<file path="config.mk">
export PLATFORM = sky130hd
export DESIGN_NAME = pidpr_front
export DESIGN_NICKNAME = d
export VERILOG_FILES = /design/src/pid_position_regulator_macros.svh /design/src/pidpr_pkg.sv /design/src/pidpr_front.sv
export SDC_FILE = /design/constraint.sdc
export NUM_CORES = 1
export LEC_CHECK = 0
export BUFFER_PORTS_ARGS = -buffer_cell sky130_fd_sc_hd__buf_2
export CORE_MARGIN = 3
export CORE_UTILIZATION = 47
export DETAILED_ROUTE_END_ITERATION = 12
export MAX_ROUTING_LAYER = met4
export PLACE_DENSITY = 0.71
export REMOVE_ABC_BUFFERS = 1
export SETUP_SLACK_MARGIN = 0.1
export SLEW_MARGIN = 40
export SYNTH_ARGS = -nofsm -noshare
export SYNTH_HDL_FRONTEND = slang
export SYNTH_SLANG_ARGS = --single-unit
</file>
<file path="constraint.sdc">
create_clock -name clk -period 12.5 [get_ports clk]
set_clock_uncertainty 0.05 [all_clocks]
set_input_delay 1.25 -clock clk [delete_from_list [all_inputs] [get_ports clk]]
set_output_delay 1.25 -clock clk [all_outputs]
set_load 0.005 [all_outputs]
</file>
<file path="src/pid_position_regulator_macros.svh">
// Assertion macros shared by the PID position regulator modules.
// No dependencies; included by the files that carry assertions.
`ifndef PID_POSITION_REGULATOR_MACROS_SVH
`define PID_POSITION_REGULATOR_MACROS_SVH

// Same-cycle implication, reset disables the check
`define PIDPR_ASSERT_IMPL(label, clk, rst_n, ante, cons, msg) \
	label: assert property (@(posedge clk) disable iff (!rst_n) (ante) |-> (cons)) \
		else $error(msg);

// Next-cycle implication, reset disables the check
`define PIDPR_ASSERT_NEXT(label, clk, rst_n, ante, cons, msg) \
	label: assert property (@(posedge clk) disable iff (!rst_n) (ante) |=> (cons)) \
		else $error(msg);

`endif

</file>
<file path="src/pidpr_pkg.sv">
// Shared constants and types of the PID position regulator.
// No dependencies; used by every module of the block.
package pidpr_pkg;

	// fixed-point format and field widths
	localparam int FRAC_BITS  = 16;
	localparam int DATA_WIDTH = 32;
	localparam int IN_W       = 32;
	localparam int ERR_W      = IN_W + 1;
	localparam int GAIN_W     = 32;
	localparam int CLIM_W     = 31;
	localparam int ILIM_W     = 47;
	localparam int INTEG_W    = 48;
	localparam int INT_SPLIT  = INTEG_W / 2;
	localparam int PROD_W     = GAIN_W + ERR_W;
	localparam int ACC_W      = GAIN_W + INTEG_W + 2;
	localparam int SHR_W      = ACC_W - FRAC_BITS;
	localparam int CFG_W      = ILIM_W;
	localparam int CFG_IDX_W  = 3;
	localparam int QDEPTH     = 2;

	// largest command magnitude the data width can carry
	localparam logic [CLIM_W-1:0] CMD_MAX =
		CLIM_W'((64'd1 << (DATA_WIDTH - 1)) - 64'd1);

	// 48-bit signed range of the integral, held one bit wider
	localparam logic signed [INTEG_W:0] INTEG_MAX = {2'b00, {(INTEG_W - 1){1'b1}}};
	localparam logic signed [INTEG_W:0] INTEG_MIN = {2'b11, {(INTEG_W - 1){1'b0}}};

	// register indexes on the configuration port
	typedef enum logic [CFG_IDX_W-1:0] {
		REG_GAIN_PROP      = 3'd0,
		REG_GAIN_INTEG     = 3'd1,
		REG_GAIN_DERIV     = 3'd2,
		REG_COMMAND_LIMIT  = 3'd3,
		REG_INTEGRAL_LIMIT = 3'd4,
		REG_LOOP_ENABLE    = 3'd5,
		REG_ADD_PREVIOUS   = 3'd6,
		REG_VARIANT        = 3'd7
	} cfg_reg_t;

	typedef struct packed {
		logic signed [GAIN_W-1:0] gain_prop;
		logic signed [GAIN_W-1:0] gain_integ;
		logic signed [GAIN_W-1:0] gain_deriv;
		logic [CLIM_W-1:0]        command_limit;
		logic [ILIM_W-1:0]        integral_limit;
		logic                     loop_enable;
		logic                     add_previous;
		logic                     variant;
	} cfg_t;

	// one classified word handed from front to back
	typedef struct packed {
		logic signed [ERR_W-1:0]   err;
		logic signed [ERR_W-1:0]   deriv;
		logic signed [INTEG_W-1:0] integ;
	} q_entry_t;

	// push side of the queue
	typedef struct packed {
		logic     push;
		q_entry_t data;
	} q_wr_t;

	// read side of the queue
	typedef struct packed {
		logic     valid;
		q_entry_t head;
	} q_rd_t;

endpackage

</file>
<file path="src/pidpr_front.sv">
// Front end: forms the error, updates the integral and the derivative.
// Depends on pidpr_pkg; feeds pidpr_queue.
module pidpr_front (
	input  logic                                clk,
	input  logic                                arst_n,
	input  pidpr_pkg::cfg_t                     cfg,
	input  logic                                in_valid,
	output logic                                in_stall,
	input  logic signed [pidpr_pkg::IN_W-1:0]   setpoint,
	input  logic signed [pidpr_pkg::IN_W-1:0]   measurement,
	input  logic                                q_full,
	output pidpr_pkg::q_wr_t                    q_wr
);

	logic signed [pidpr_pkg::INTEG_W-1:0] integ_q;
	logic signed [pidpr_pkg::IN_W-1:0]    prev_meas_q;

	logic signed [pidpr_pkg::ERR_W-1:0]   err;
	logic signed [pidpr_pkg::ERR_W-1:0]   deriv;
	logic signed [pidpr_pkg::INTEG_W:0]   isum;
	logic signed [pidpr_pkg::INTEG_W:0]   ilim_pos;
	logic signed [pidpr_pkg::INTEG_W:0]   ilim_neg;
	logic signed [pidpr_pkg::INTEG_W:0]   isat;
	logic                                 accept;

	assign accept   = in_valid && !q_full;
	assign in_stall = q_full;

	// error, derivative and raw integral
	always_comb begin
		err = $signed({setpoint[pidpr_pkg::IN_W-1], setpoint})
			- $signed({measurement[pidpr_pkg::IN_W-1], measurement});
		if (cfg.variant) begin
			deriv = $signed({measurement[pidpr_pkg::IN_W-1], measurement})
				- $signed({prev_meas_q[pidpr_pkg::IN_W-1], prev_meas_q});
		end else begin
			deriv = $signed({prev_meas_q[pidpr_pkg::IN_W-1], prev_meas_q})
				- $signed({measurement[pidpr_pkg::IN_W-1], measurement});
		end
		isum = $signed({integ_q[pidpr_pkg::INTEG_W-1], integ_q})
			+ $signed({{(pidpr_pkg::INTEG_W + 1 - pidpr_pkg::ERR_W){err[pidpr_pkg::ERR_W-1]}},
				err});
		ilim_pos = $signed({2'b00, cfg.integral_limit});
		ilim_neg = -ilim_pos;
	end

	// anti-windup clamp, or plain saturation at the register range
	always_comb begin
		if (!cfg.variant) begin
			if (isum > ilim_pos) begin
				isat = ilim_pos;
			end else if (isum < ilim_neg) begin
				isat = ilim_neg;
			end else begin
				isat = isum;
			end
			// integral opposing the error is dropped
			if (!err[pidpr_pkg::ERR_W-1] && (|err) && isat[pidpr_pkg::INTEG_W]) begin
				isat = '0;
			end
			if (err[pidpr_pkg::ERR_W-1] && !isat[pidpr_pkg::INTEG_W] && (|isat)) begin
				isat = '0;
			end
		end else begin
			if (isum > pidpr_pkg::INTEG_MAX) begin
				isat = pidpr_pkg::INTEG_MAX;
			end else if (isum < pidpr_pkg::INTEG_MIN) begin
				isat = pidpr_pkg::INTEG_MIN;
			end else begin
				isat = isum;
			end
		end
	end

	// loop state, advanced on each accepted word
	always_ff @(posedge clk or negedge arst_n) begin
		if (!arst_n) begin
			integ_q     <= '0;
			prev_meas_q <= '0;
		end else if (accept) begin
			integ_q     <= isat[pidpr_pkg::INTEG_W-1:0];
			prev_meas_q <= measurement;
		end
	end

	assign q_wr.push       = accept;
	assign q_wr.data.err   = err;
	assign q_wr.data.deriv = deriv;
	assign q_wr.data.integ = isat[pidpr_pkg::INTEG_W-1:0];

endmodule

</file>
== After elaboration in Yosys (flattened, before gate mapping) ==
Cells that the tools add are included.

* Register bits after elaboration: 80
* Input port bits: 245

* $add $sub $neg: 5
* Order comparisons: 4
* Mux-type cells: 10
* Reduce and logical (&&, ||, !) cells: 10

{| class="wikitable"
|+ Operators by type and width
! kind !! count
|-
| 49-bit 2-to-1 mux || 5
|-
| 48-bit 2-to-1 mux || 4
|-
| 32-bit by 32-bit subtractor with 33-bit output || 3
|-
| 48-bit by 33-bit adder with 49-bit output || 1
|-
| 49-bit by 48-bit greater-than comparator with 1-bit output || 1
|-
| 49-bit by 48-bit greater-than comparator with 1-bit output (second input constant) || 1
|-
| 49-bit by 48-bit < comparator with 1-bit output (second input constant) || 1
|-
| 49-bit < comparator || 1
|-
| 47-bit negator with 49-bit output || 1
|-
| 49-bit OR reduction || 1
|-
| 33-bit 2-to-1 mux || 1
|-
| 33-bit OR reduction || 1
|-
| 1-bit logical AND || 5
|-
| 1-bit zero test || 3
|}

== Longest topological paths before layout ==
Gate-level depths: netlist (run 1).

* Word-level depth: 14
* Mapped depth: 45

== Worst setup path before layout (run 1) ==
No wires, ideal clock.

* Kind: input port to output port
* Start: input port measurement[6] (netlist name)
* End: output port q_wr[4] (netlist name)
* Data arrival time: 8.929 ns
* Slack: 2.271 ns
* Stages on the path: 38
* Buffers on the path: 2
* Cells stage by stage: inv_1 -> ha_1 -> a21oi_1 -> o21ai_1 -> o2bb2ai_1 -> a211oi_1 -> nand2_1 -> a221oi_1 -> nor2b_1 -> a311o_1 -> a21oi_1 -> xor2_1 -> inv_1 -> ha_1 -> nand2_1 -> nor2_1 -> nand3_1 -> o41ai_1 -> [2 not listed] -> xnor2_1 -> ha_1 -> a211oi_1 -> o21ai_0 -> a211oi_1 -> nand2_1 -> a21oi_1 -> o211ai_1 -> o21a_1 -> o22ai_2 -> clkbuf_1 -> clkbuf_1 -> o21ai_0 -> or2_2 -> nor4_2 -> a41oi_1 -> or3_1 -> nand2_1

{| class="wikitable"
|+ RTL lines
! what !! line !! source
|-
| start: declaration || pidpr_front.sv:10 || <nowiki>input logic signed [pidpr_pkg::IN_W-1:0] measurement,</nowiki>
|-
| end: declaration || pidpr_front.sv:12 || <nowiki>output pidpr_pkg::q_wr_t q_wr</nowiki>
|}

==> report_table.html, run 1 <==
<table>
<tr><th>Metric</th><th>Value</th></tr>
<tr><th colspan="2">Outcome</th></tr>
<tr><td>Status</td><td>complete, no violations</td></tr>
<tr><th colspan="2">Layout</th></tr>
<tr><td>Design Area, Final</td><td>19400 µm²</td></tr>
<tr><td>Count of placed standard cells in the final layout, fillers left out</td><td>3046</td></tr>
<tr><td>Layout cells sized above 1</td><td>0.208</td></tr>
<tr><td>Synthesis-to-finish area growth</td><td>23.2%</td></tr>
<tr><td>Fill cell instance count of the final layout</td><td>between 3000 and 4000</td></tr>
<tr><td>Number of nets in the layout</td><td>between 3000 and 4000</td></tr>
<tr><th colspan="2">Synthesis</th></tr>
<tr><td>Number of distinct standard cells referenced by the synthesized netlist</td><td>82</td></tr>
<tr><td>Main area contributors after synthesis</td><td>sky130_fd_sc_hd__ha_1 19%, sky130_fd_sc_hd__dfrtp_1 13%, sky130_fd_sc_hd__a21oi_1 6.6%</td></tr>
<tr><td>Number of enable-type register cells in the synthesized netlist</td><td>0</td></tr>
<tr><td>Per-instance average area after synthesis</td><td>7.12 µm²</td></tr>
<tr><td>Synth top area share</td><td>0.191</td></tr>
<tr><td>Warnings from Yosys</td><td>0</td></tr>
<tr><td>Area leader, netlist</td><td>sky130_fd_sc_hd__ha_1</td></tr>
<tr><td>Synthesized cell area</td><td>between 15000 and 20000 µm²</td></tr>
<tr><td>Sequential element share of the synthesized area</td><td>0.127</td></tr>
<tr><td>Flops &amp; latches, synth</td><td>80</td></tr>
<tr><td>Gate count after technology mapping</td><td>around 2200</td></tr>
<tr><td>Share of flip-flops with an asynchronous set or reset after synthesis</td><td>1.00</td></tr>
<tr><td>Main flop type after synthesis</td><td>sky130_fd_sc_hd__dfrtp_1</td></tr>
<tr><th colspan="2">Placement</th></tr>
<tr><td>Placed Cells</td><td>3024</td></tr>
<tr><td>Count of port buffers added during placement</td><td>approximately 230</td></tr>
<tr><td>Final estimated routing congestion in global placement</td><td>between 1 and 1.5</td></tr>
<tr><td>Cell area after placement</td><td>~19000 µm²</td></tr>
<tr><td>Placed wire-length estimate after detailed placement</td><td>53300 µm</td></tr>
<tr><td>Worst slack at placement</td><td>~0.21 ns</td></tr>
<tr><th colspan="2">Floorplan</th></tr>
<tr><td>Floorplan die area</td><td>35700 µm²</td></tr>
<tr><td>Die width</td><td>189 µm</td></tr>
<tr><td>Initial core utilization</td><td>0.480</td></tr>
<tr><td>Total I/O pin count</td><td>361</td></tr>
<tr><td>Die height</td><td>189 µm</td></tr>
<tr><td>Core region area</td><td>32800 µm²</td></tr>
<tr><td>Rows</td><td>66</td></tr>
<tr><th colspan="2">Clock tree</th></tr>
<tr><td>H-tree level count</td><td>3</td></tr>
<tr><td>Clock slew at reported path FFs</td><td>0.07 ns</td></tr>
<tr><td>Sinks on Clock Net</td><td>80</td></tr>
<tr><td>Num CTS Buffers</td><td>9</td></tr>
<tr><td>Clock root cell</td><td>sky130_fd_sc_hd__clkbuf_16</td></tr>
<tr><td>Maximum clock insertion buffer count</td><td>2</td></tr>
<tr><td>CTS Hold Buffers Added</td><td>0</td></tr>
<tr><td>Clock Latency Late Sink</td><td>roughly 0.39 ns</td></tr>
<tr><td>CTS tree</td><td>done</td></tr>
<tr><th colspan="2">Routing</th></tr>
<tr><td>Iteration count of the initial detailed-routing pass</td><td>6</td></tr>
<tr><td>DRT iter0 DRCs</td><td>between 1000 and 1500</td></tr>
<tr><td>Routed wire length per instance</td><td>approximately 21 µm</td></tr>
<tr><td>Post-detailed-route DRC marker count</td><td>0</td></tr>
<tr><td>Total wire length</td><td>~64000 µm</td></tr>
<tr><td>Final antenna-violating net count</td><td>0</td></tr>
<tr><td>Per-cell via count in the routed design</td><td>6.08</td></tr>
<tr><td>Via count of the routed design</td><td>approximately 19000</td></tr>
<tr><th colspan="2">Setup path</th></tr>
<tr><td>Arrival time of the worst setup path</td><td>approximately 11 ns</td></tr>
<tr><td>Dominant cell type by count on the critical path</td><td>sky130_fd_sc_hd__buf_4</td></tr>
<tr><td>Largest fanout on the critical path</td><td>7</td></tr>
<tr><td>Endpoint type of the worst setup path</td><td>primary output</td></tr>
<tr><td>Worst setup SP type</td><td>input pin</td></tr>
<tr><td>Worst path bufs/invs</td><td>11</td></tr>
<tr><td>Crit Path Class</td><td>in -&gt; out</td></tr>
<tr><td>Crit path max-delay family</td><td>compound AO/OA/AOI/OAI gates</td></tr>
<tr><td>Crit path max-delay cell type</td><td>sky130_fd_sc_hd__or4_1</td></tr>
<tr><td>Critical path's largest stage delay</td><td>between 0.5 and 0.6 ns</td></tr>
<tr><td>Required time at the worst-slack endpoint</td><td>between 10 and 15 ns</td></tr>
<tr><th colspan="2">Pwr</th></tr>
<tr><td>Pwr/cell area</td><td>~360 nW/µm²</td></tr>
<tr><td>Worst vdd rail ir drop</td><td>around 0.00023 V</td></tr>
<tr><td>Static power due to leakage</td><td>between 9 and 10 nW</td></tr>
<tr><th colspan="2">Global route</th></tr>
<tr><td>First-pass GRT wire length</td><td>98500 µm</td></tr>
<tr><td>Global Route Usage Sum</td><td>0.358</td></tr>
<tr><td>Vias in the first global route</td><td>17900</td></tr>
<tr><td>Total gr overflow</td><td>0</td></tr>
<tr><td>Largest net degree at the start of global routing</td><td>a little under 80</td></tr>
<tr><td>Number of antenna violations at the first check in global routing</td><td>1</td></tr>
<tr><th colspan="2">STA</th></tr>
<tr><td>Achievable clock frequency</td><td>~84 MHz</td></tr>
<tr><td>Min Tclk post-route</td><td>roughly 12 ns</td></tr>
<tr><td>RSZ-0062 raised after global routing</td><td>no</td></tr>
<tr><td>Final hold slack</td><td>between 0.4 and 0.5 ns</td></tr>
<tr><td>Hold Violations, Final</td><td>0</td></tr>
<tr><td>Measured slew at the worst slew-check pin</td><td>between 0.8 and 0.9 ns</td></tr>
<tr><td>Slack of the critical path</td><td>between 0.5 and 0.6 ns</td></tr>
<tr><td>Total count of max-transition violations in the final report</td><td>0</td></tr>
<tr><td>Final worst path period share</td><td>0.957</td></tr>
<tr><td>Worst slew slack as a fraction of its limit</td><td>0.436</td></tr>
<tr><td>Final Setup Violations</td><td>0</td></tr>
<tr><th colspan="2">Min path</th></tr>
<tr><td>Worst Hold Class</td><td>reg -&gt; reg</td></tr>
<tr><th colspan="2">Run</th></tr>
<tr><td>Max Cap Viol</td><td>0</td></tr>
</table>
==> routing by layer <==
metal,GRT usage,wire length [µm],share of wire
met5,-,0,0
met4,0.140,2950,0.046
met2,0.591,29700,0.46
met1,0.450,27100,0.42
met3,0.0405,4490,0.070
==> cells by family after synthesis <==
family                     share of synthesized area
AOI/OAI and AO/OA                              0.303
and+or+nand+nor                                0.203
buffers and inverters                         0.0713
adders and majority gates                      0.196
xor gates and xnor gates                      0.0795
DFF                                            0.127
muxes                                         0.0203
==> cells in the final DEF, fill, tap and decap left out, types with 13 or more instances in the layout <==
cell type,n
sky130_fd_sc_hd__a211oi_1,26
sky130_fd_sc_hd__a21o_1,69
sky130_fd_sc_hd__a21oi_1,202
sky130_fd_sc_hd__a31oi_1,57
sky130_fd_sc_hd__and3_1,15
sky130_fd_sc_hd__buf_2,230
sky130_fd_sc_hd__buf_4,244
sky130_fd_sc_hd__dfrtp_1,80
sky130_fd_sc_hd__ha_1,240
sky130_fd_sc_hd__inv_1,180
sky130_fd_sc_hd__mux2i_1,23
sky130_fd_sc_hd__nand2_1,244
sky130_fd_sc_hd__nand2b_1,30
sky130_fd_sc_hd__nand3_1,41
sky130_fd_sc_hd__nand4_1,49
sky130_fd_sc_hd__nor2_1,160
sky130_fd_sc_hd__nor2b_1,24
sky130_fd_sc_hd__nor3_1,28
sky130_fd_sc_hd__o211ai_1,36
sky130_fd_sc_hd__o21a_1,23
sky130_fd_sc_hd__o21ai_0,187
sky130_fd_sc_hd__o21bai_1,26
sky130_fd_sc_hd__o31ai_1,13
sky130_fd_sc_hd__xnor2_1,108
sky130_fd_sc_hd__xor2_1,34
==> what timing repair did <==
item	4_1_cts	5_1_grt
buffers inserted	0	5
resized for setup	0	19
hold endpoints to repair	0	0
setup endpoints to repair	0	43
==> cell usage after synthesis (6+ instances only) <==
| library cell | count |
|---|---|
| sky130_fd_sc_hd__nand2_1 | 244 |
| sky130_fd_sc_hd__ha_1 | 240 |
| sky130_fd_sc_hd__a21oi_1 | 208 |
| sky130_fd_sc_hd__o21ai_0 | 189 |
| sky130_fd_sc_hd__inv_1 | 181 |
| sky130_fd_sc_hd__nor2_1 | 162 |
| sky130_fd_sc_hd__xnor2_1 | 109 |
| sky130_fd_sc_hd__clkbuf_1 | 85 |
| sky130_fd_sc_hd__dfrtp_1 | 80 |
| sky130_fd_sc_hd__a21o_1 | 69 |
| sky130_fd_sc_hd__a31oi_1 | 58 |
| sky130_fd_sc_hd__nand4_1 | 49 |
| sky130_fd_sc_hd__nand3_1 | 41 |
| sky130_fd_sc_hd__o211ai_1 | 36 |
| sky130_fd_sc_hd__xor2_1 | 34 |
| sky130_fd_sc_hd__nand2b_1 | 30 |
| sky130_fd_sc_hd__a211oi_1 | 29 |
| sky130_fd_sc_hd__nor3_1 | 28 |
| sky130_fd_sc_hd__nor2b_1 | 26 |
| sky130_fd_sc_hd__o21bai_1 | 26 |
| sky130_fd_sc_hd__mux2i_1 | 23 |
| sky130_fd_sc_hd__o21a_1 | 23 |
| sky130_fd_sc_hd__and3_1 | 15 |
| sky130_fd_sc_hd__o31ai_1 | 14 |
| sky130_fd_sc_hd__nor4_1 | 13 |
| sky130_fd_sc_hd__or3_1 | 12 |
| sky130_fd_sc_hd__or4_1 | 11 |
| sky130_fd_sc_hd__a211o_1 | 9 |
| sky130_fd_sc_hd__mux2_2 | 8 |
| sky130_fd_sc_hd__o22ai_1 | 7 |
| sky130_fd_sc_hd__a221o_1 | 6 |
| sky130_fd_sc_hd__and2_1 | 6 |
| sky130_fd_sc_hd__buf_1 | 6 |
| sky130_fd_sc_hd__o2111ai_1 | 6 |
==> state kept, by name (all words and copies together) (netlist names) <==
signal and count:
integ_q 48, prev_meas_q 32
==> path summary, 6_finish.rpt <==
path	to	slack [ns]	start	cells past startpoint
worst max-delay path	q_wr[4]	0.54	measurement[6]	48
worst min-delay path	integ_q[42]	0.47	integ_q[42]	1
worst max register to register	integ_q[1]	4.17	integ_q[0]	35
worst min register to register	integ_q[42]	0.47	integ_q[42]	1
max in group asynchronous	integ_q[43]	10.67	arst_n	3
min in group asynchronous	prev_meas_q[2]	0.77	arst_n	1
==> area by class of cell <==
class	instances	area (µm²)	share of cell area
clock inverter	5	81.3	0.00419
timing repair buffer	479	3080	0.159
tap	442	553	0.0285
sequential	80	2000	0.103
inverter	182	683	0.0352
antenna	1	2.50	0.000129
multi-input combinational	1847	12800	0.658
clock buffer	10	239	0.0123
==> power by group <==
part | internal [mW] | switching [mW]
Combinational | 2.72 | 3.57
Sequential | 0.351 | 0.0636
Clock | 0.180 | 0.141
==> through the flow <==
| stage | util | TNS, ns | total power [mW] |
|---|---|---|---|
| after global routing | 0.592 | 0 | 7.60 |
| after global placement | 0.577 | 0 | 6.42 |
| after CTS | 0.587 | 0 | 6.87 |
| after floorplan | - | -39.08 | 3.68 |
| final | 0.592 | 0 | 7.03 |
| after detailed placement | 0.577 | 0 | 6.51 |
Note: power is estimated with default switching activity, not from simulation.
==> run 2: changes to the inputs <==
==> constraint.sdc (replaced) <==
create_clock -name clk -period 12.5 [get_ports clk]
set_clock_uncertainty 0.05 [all_clocks]
set_input_delay 3.125 -clock clk [delete_from_list [all_inputs] [get_ports clk]]
set_output_delay 3.125 -clock clk [all_outputs]
set_load 0.005 [all_outputs]
==> run 2 against run 1 <==
The run now ends with negative setup slack left. Hold slack worse by 0.00069 ns. Total power up 34%. Sequential power up 4%. Sequential share of layout area down 2.3 points. Setup slack worse by 3.2 ns. Combinational power up 38%. Die area unchanged. Clock power up 6.9%. Maximum frequency down 21%. Non-clock buffer count up 495. Critical endpoint is now q_wr[26]. Cell count up 16%.
==> report_table.html, run 2 (synthesized netlist as in run 1, its figures left out) <==
<table>
<tr><th>Metric</th><th>Value</th></tr>
<tr><th colspan="2">Routing</th></tr>
<tr><td>Final antenna-violating net count</td><td>0 (unchanged)</td></tr>
<tr><td>DRT iter0 DRCs</td><td>2036 (+42%)</td></tr>
<tr><td>Iteration count of the initial detailed-routing pass</td><td>8 (+2)</td></tr>
<tr><td>Post-detailed-route DRC marker count</td><td>0 (unchanged)</td></tr>
<tr><td>Routed wire length per instance</td><td>22.0 µm (+4.5%)</td></tr>
<tr><td>Via count of the routed design</td><td>21500 (+16%)</td></tr>
<tr><td>Per-cell via count in the routed design</td><td>6.08 (about the same)</td></tr>
<tr><td>Total wire length</td><td>78100 µm (+22%)</td></tr>
<tr><th colspan="2">Global route</th></tr>
<tr><td>Total gr overflow</td><td>0 (unchanged)</td></tr>
<tr><td>Met1 Use GR</td><td>0.468 (+0.0178)</td></tr>
<tr><td>Global Route Usage Sum</td><td>0.411 (+0.0525)</td></tr>
<tr><td>First-pass GRT wire length</td><td>114000 µm (+15%)</td></tr>
<tr><td>Number of antenna violations at the first check in global routing</td><td>2 (+1)</td></tr>
<tr><td>Largest net degree at the start of global routing</td><td>156 (+97%)</td></tr>
<tr><td>Met2 demand-to-capacity share in global routing</td><td>0.698 (+0.107)</td></tr>
<tr><td>Vias in the first global route</td><td>21300 (+19%)</td></tr>
<tr><td>Most heavily used metal layer in global routing</td><td>met2</td></tr>
<tr><td>Met3 Use GR</td><td>0.0557 (+0.0152)</td></tr>
<tr><th colspan="2">Clock tree</th></tr>
<tr><td>Clock slew at reported path FFs</td><td>0.07 ns (about the same)</td></tr>
<tr><td>CTS tree</td><td>done</td></tr>
<tr><td>Maximum clock insertion buffer count</td><td>2 (unchanged)</td></tr>
<tr><td>Clock Latency Late Sink</td><td>0.39 ns (about the same)</td></tr>
<tr><td>Sinks on Clock Net</td><td>80 (unchanged)</td></tr>
<tr><td>Clock root cell</td><td>sky130_fd_sc_hd__clkbuf_16</td></tr>
<tr><td>Num CTS Buffers</td><td>9 (unchanged)</td></tr>
<tr><td>H-tree level count</td><td>3 (unchanged)</td></tr>
<tr><td>CTS Hold Buffers Added</td><td>0 (unchanged)</td></tr>
<tr><th colspan="2">Pwr</th></tr>
<tr><td>Power share of the sequential group</td><td>0.046 (-0.013)</td></tr>
<tr><td>Worst vdd rail ir drop</td><td>0.000324 V (+41%)</td></tr>
<tr><td>Power share of the clock group</td><td>0.036 (-0.010)</td></tr>
<tr><td>Power spent charging and discharging nets</td><td>4.65 mW (+23%)</td></tr>
<tr><td>Tot Pwr</td><td>9.44 mW (+34%)</td></tr>
<tr><td>Cell Int Power</td><td>4.79 mW (+47%)</td></tr>
<tr><td>Part of the total power dissipated in combinational logic</td><td>0.918 (+0.023)</td></tr>
<tr><td>Static power due to leakage</td><td>12.4 nW (+29%)</td></tr>
<tr><td>Switching share of total power</td><td>0.493 (-0.0442)</td></tr>
<tr><td>Pwr/cell area</td><td>377 nW/µm² (+4.1%)</td></tr>
<tr><th colspan="2">Setup path</th></tr>
<tr><td>Destination of the critical timing path</td><td>q_wr[26]</td></tr>
<tr><td>Start point of the critical path</td><td>measurement[6]</td></tr>
<tr><td>Worst setup SP type</td><td>input pin</td></tr>
<tr><td>Required time at the worst-slack endpoint</td><td>9.32 ns (-1.88 ns)</td></tr>
<tr><td>Endpoint type of the worst setup path</td><td>primary output</td></tr>
<tr><td>Crit path max-delay cell type</td><td>sky130_fd_sc_hd__or4_4</td></tr>
<tr><td>Critical path's largest stage delay</td><td>0.45 ns (-0.13 ns)</td></tr>
<tr><td>Startpoint of the lowest-slack register-to-register path</td><td>integ_q[2]</td></tr>
<tr><td>Endpoint of the worst register-to-register path</td><td>integ_q[32]</td></tr>
<tr><td>Dominant cell type by count on the critical path</td><td>sky130_fd_sc_hd__buf_4</td></tr>
<tr><td>Largest fanout on the critical path</td><td>7 (unchanged)</td></tr>
<tr><td>Crit Path Class</td><td>in -&gt; out</td></tr>
<tr><td>Reg2reg setup slack</td><td>4.60 ns (+0.43 ns)</td></tr>
<tr><td>Arrival time of the worst setup path</td><td>11.94 ns (+1.28 ns)</td></tr>
<tr><td>Cells on worst reg2reg path</td><td>34 (-2.9%)</td></tr>
<tr><th colspan="2">Outcome</th></tr>
<tr><td>Status</td><td>finished, violations left</td></tr>
<tr><td>Violated checks</td><td>negative setup slack</td></tr>
<tr><th colspan="2">STA</th></tr>
<tr><td>RSZ-0062 raised after global routing</td><td>yes</td></tr>
<tr><td>Total count of max-transition violations in the final report</td><td>0 (unchanged)</td></tr>
<tr><td>Setup tns final</td><td>-116.94 ns (-116.94 ns)</td></tr>
<tr><td>Final Setup Violations</td><td>48 (+48)</td></tr>
<tr><td>Measured slew at the worst slew-check pin</td><td>0.773 ns (-0.0639 ns)</td></tr>
<tr><td>Min Tclk post-route</td><td>15.12 ns (+3.15 ns)</td></tr>
<tr><td>Final worst path period share</td><td>1.21 (+0.252)</td></tr>
<tr><td>Achievable clock frequency</td><td>66.2 MHz (-21%)</td></tr>
<tr><td>Slack of the critical path</td><td>-2.62 ns (-3.15 ns)</td></tr>
<tr><td>Worst slew slack as a fraction of its limit</td><td>0.485 (+0.0485)</td></tr>
<tr><td>Hold Violations, Final</td><td>0 (unchanged)</td></tr>
<tr><th colspan="2">Placement</th></tr>
<tr><td>Worst slack at placement</td><td>-3.15 ns (-3.36 ns)</td></tr>
<tr><td>Final estimated routing congestion in global placement</td><td>1.04 (-0.41%)</td></tr>
<tr><td>Count of port buffers added during placement</td><td>231 (unchanged)</td></tr>
<tr><td>Placed wire-length estimate after detailed placement</td><td>57800 µm (+8.5%)</td></tr>
<tr><td>Placed Cells</td><td>3419 (+13%)</td></tr>
<tr><th colspan="2">Floorplan</th></tr>
<tr><td>Rows</td><td>66 (unchanged)</td></tr>
<tr><td>Core region area</td><td>32800 µm² (unchanged)</td></tr>
<tr><td>Floorplan die area</td><td>35700 µm² (unchanged)</td></tr>
<tr><td>Total I/O pin count</td><td>361 (unchanged)</td></tr>
<tr><td>Die width</td><td>189 µm (unchanged)</td></tr>
<tr><td>Die height</td><td>189 µm (unchanged)</td></tr>
<tr><td>Initial core utilization</td><td>0.480 (unchanged)</td></tr>
<tr><th colspan="2">Layout</th></tr>
<tr><td>Register name with the most flops</td><td>integ_q</td></tr>
<tr><td>Most common cell after layout, fill and taps aside</td><td>sky130_fd_sc_hd__buf_4</td></tr>
<tr><td>Flip-flop count of the largest register, all copies and words added</td><td>48 (unchanged)</td></tr>
<tr><td>Layout cells sized above 1</td><td>0.397 (+0.188)</td></tr>
<tr><td>Synthesis-to-finish area growth</td><td>59.0%</td></tr>
<tr><td>Fill cell instance count of the final layout</td><td>2428 (-24%)</td></tr>
<tr><td>Count of placed standard cells in the final layout, fillers left out</td><td>3543 (+16%)</td></tr>
<tr><td>Top Registers</td><td>integ_q x48, prev_meas_q x32</td></tr>
<tr><td>Commonest cells after routing, fill and taps aside</td><td>690 x sky130_fd_sc_hd__buf_4, 213 x sky130_fd_sc_hd__buf_2, 212 x sky130_fd_sc_hd__nand2_1, 210 x sky130_fd_sc_hd__ha_1, 173 x sky130_fd_sc_hd__a21oi_1</td></tr>
<tr><td>Number of nets in the layout</td><td>3583 (+16%)</td></tr>
<tr><th colspan="2">Run</th></tr>
<tr><td>Max Cap Viol</td><td>0 (unchanged)</td></tr>
<tr><th colspan="2">Min path</th></tr>
<tr><td>Worst Hold Class</td><td>reg -&gt; reg</td></tr>
</table>
run 2: worst max-delay path, delay by kind of cell:
family,cells,cell delay (ns)
buffers and inverters,13,1.96
xor gates and xnor gates,1,0.19
AOI/OAI and AO/OA,14,2.99
and+or+nand+nor,12,2.27
adders and majority gates,3,0.89
muxes,2,0.47
run 2: final cells by class:
class / instances / area, µm² / area share
multi-input combinational: 1847 / 14200 / 0.569
timing repair buffer: 974 / 7180 / 0.287
sequential: 80 / 2000 / 0.0800
inverter: 182 / 696 / 0.0278
tap: 442 / 553 / 0.0221
clock buffer: 11 / 243 / 0.00970
clock inverter: 5 / 104 / 0.00415
antenna: 2 / 5.00 / 0.000200
run 2: worst min-delay path by stage:
stage	to	slack, ns	start	cells after the start
final	integ_q[42]	0.47	integ_q[42]	1
after detailed placement	integ_q[11]	0.46	integ_q[11]	1
after global placement	integ_q[11]	0.45	integ_q[11]	1
after CTS	integ_q[11]	0.47	integ_q[11]	1
after global routing	integ_q[42]	0.48	integ_q[42]	1
after floorplan	integ_q[11]	0.44	integ_q[11]	1
run 2: through the flow:
stage | util | hold WS [ns] | instance area (µm²)
after floorplan | - | 0.438 | 15300
after global placement | 0.669 | 0.446 | 21900
after detailed placement | 0.669 | 0.457 | 21900
after CTS | 0.734 | 0.471 | 24100
after global routing | 0.764 | 0.482 | 25000
final | 0.764 | 0.469 | 25000
run 2: repair_timing:
item	CTS	global route
endpoints found under the setup margin	48	48
pin swaps	100	67
buffers inserted	70	41
gates resized for setup	247	134
gates cloned	0	2
run 2: power groups by stage:
stage	registers [mW]	logic (mW)	clock network (mW)
6_report	0.431	8.66	0.343
5_1_grt	0.439	9.18	0.351
4_1_cts	0.424	7.79	0.344
3_5_place_dp	0.424	6.91	0
3_3_place_gp	0.419	6.77	0
2_1_floorplan	0.397	3.29	0
run 2: layer usage:
| metal | routed length [µm] | vias up |
|---|---|---|
| met5 | 0 | - |
| met4 | 5640 | 0 |
| met3 | 5810 | 421 |
| met2 | 36700 | 1192 |
| met1 | 29900 | 10100 |
| li1 | - | 9793 |
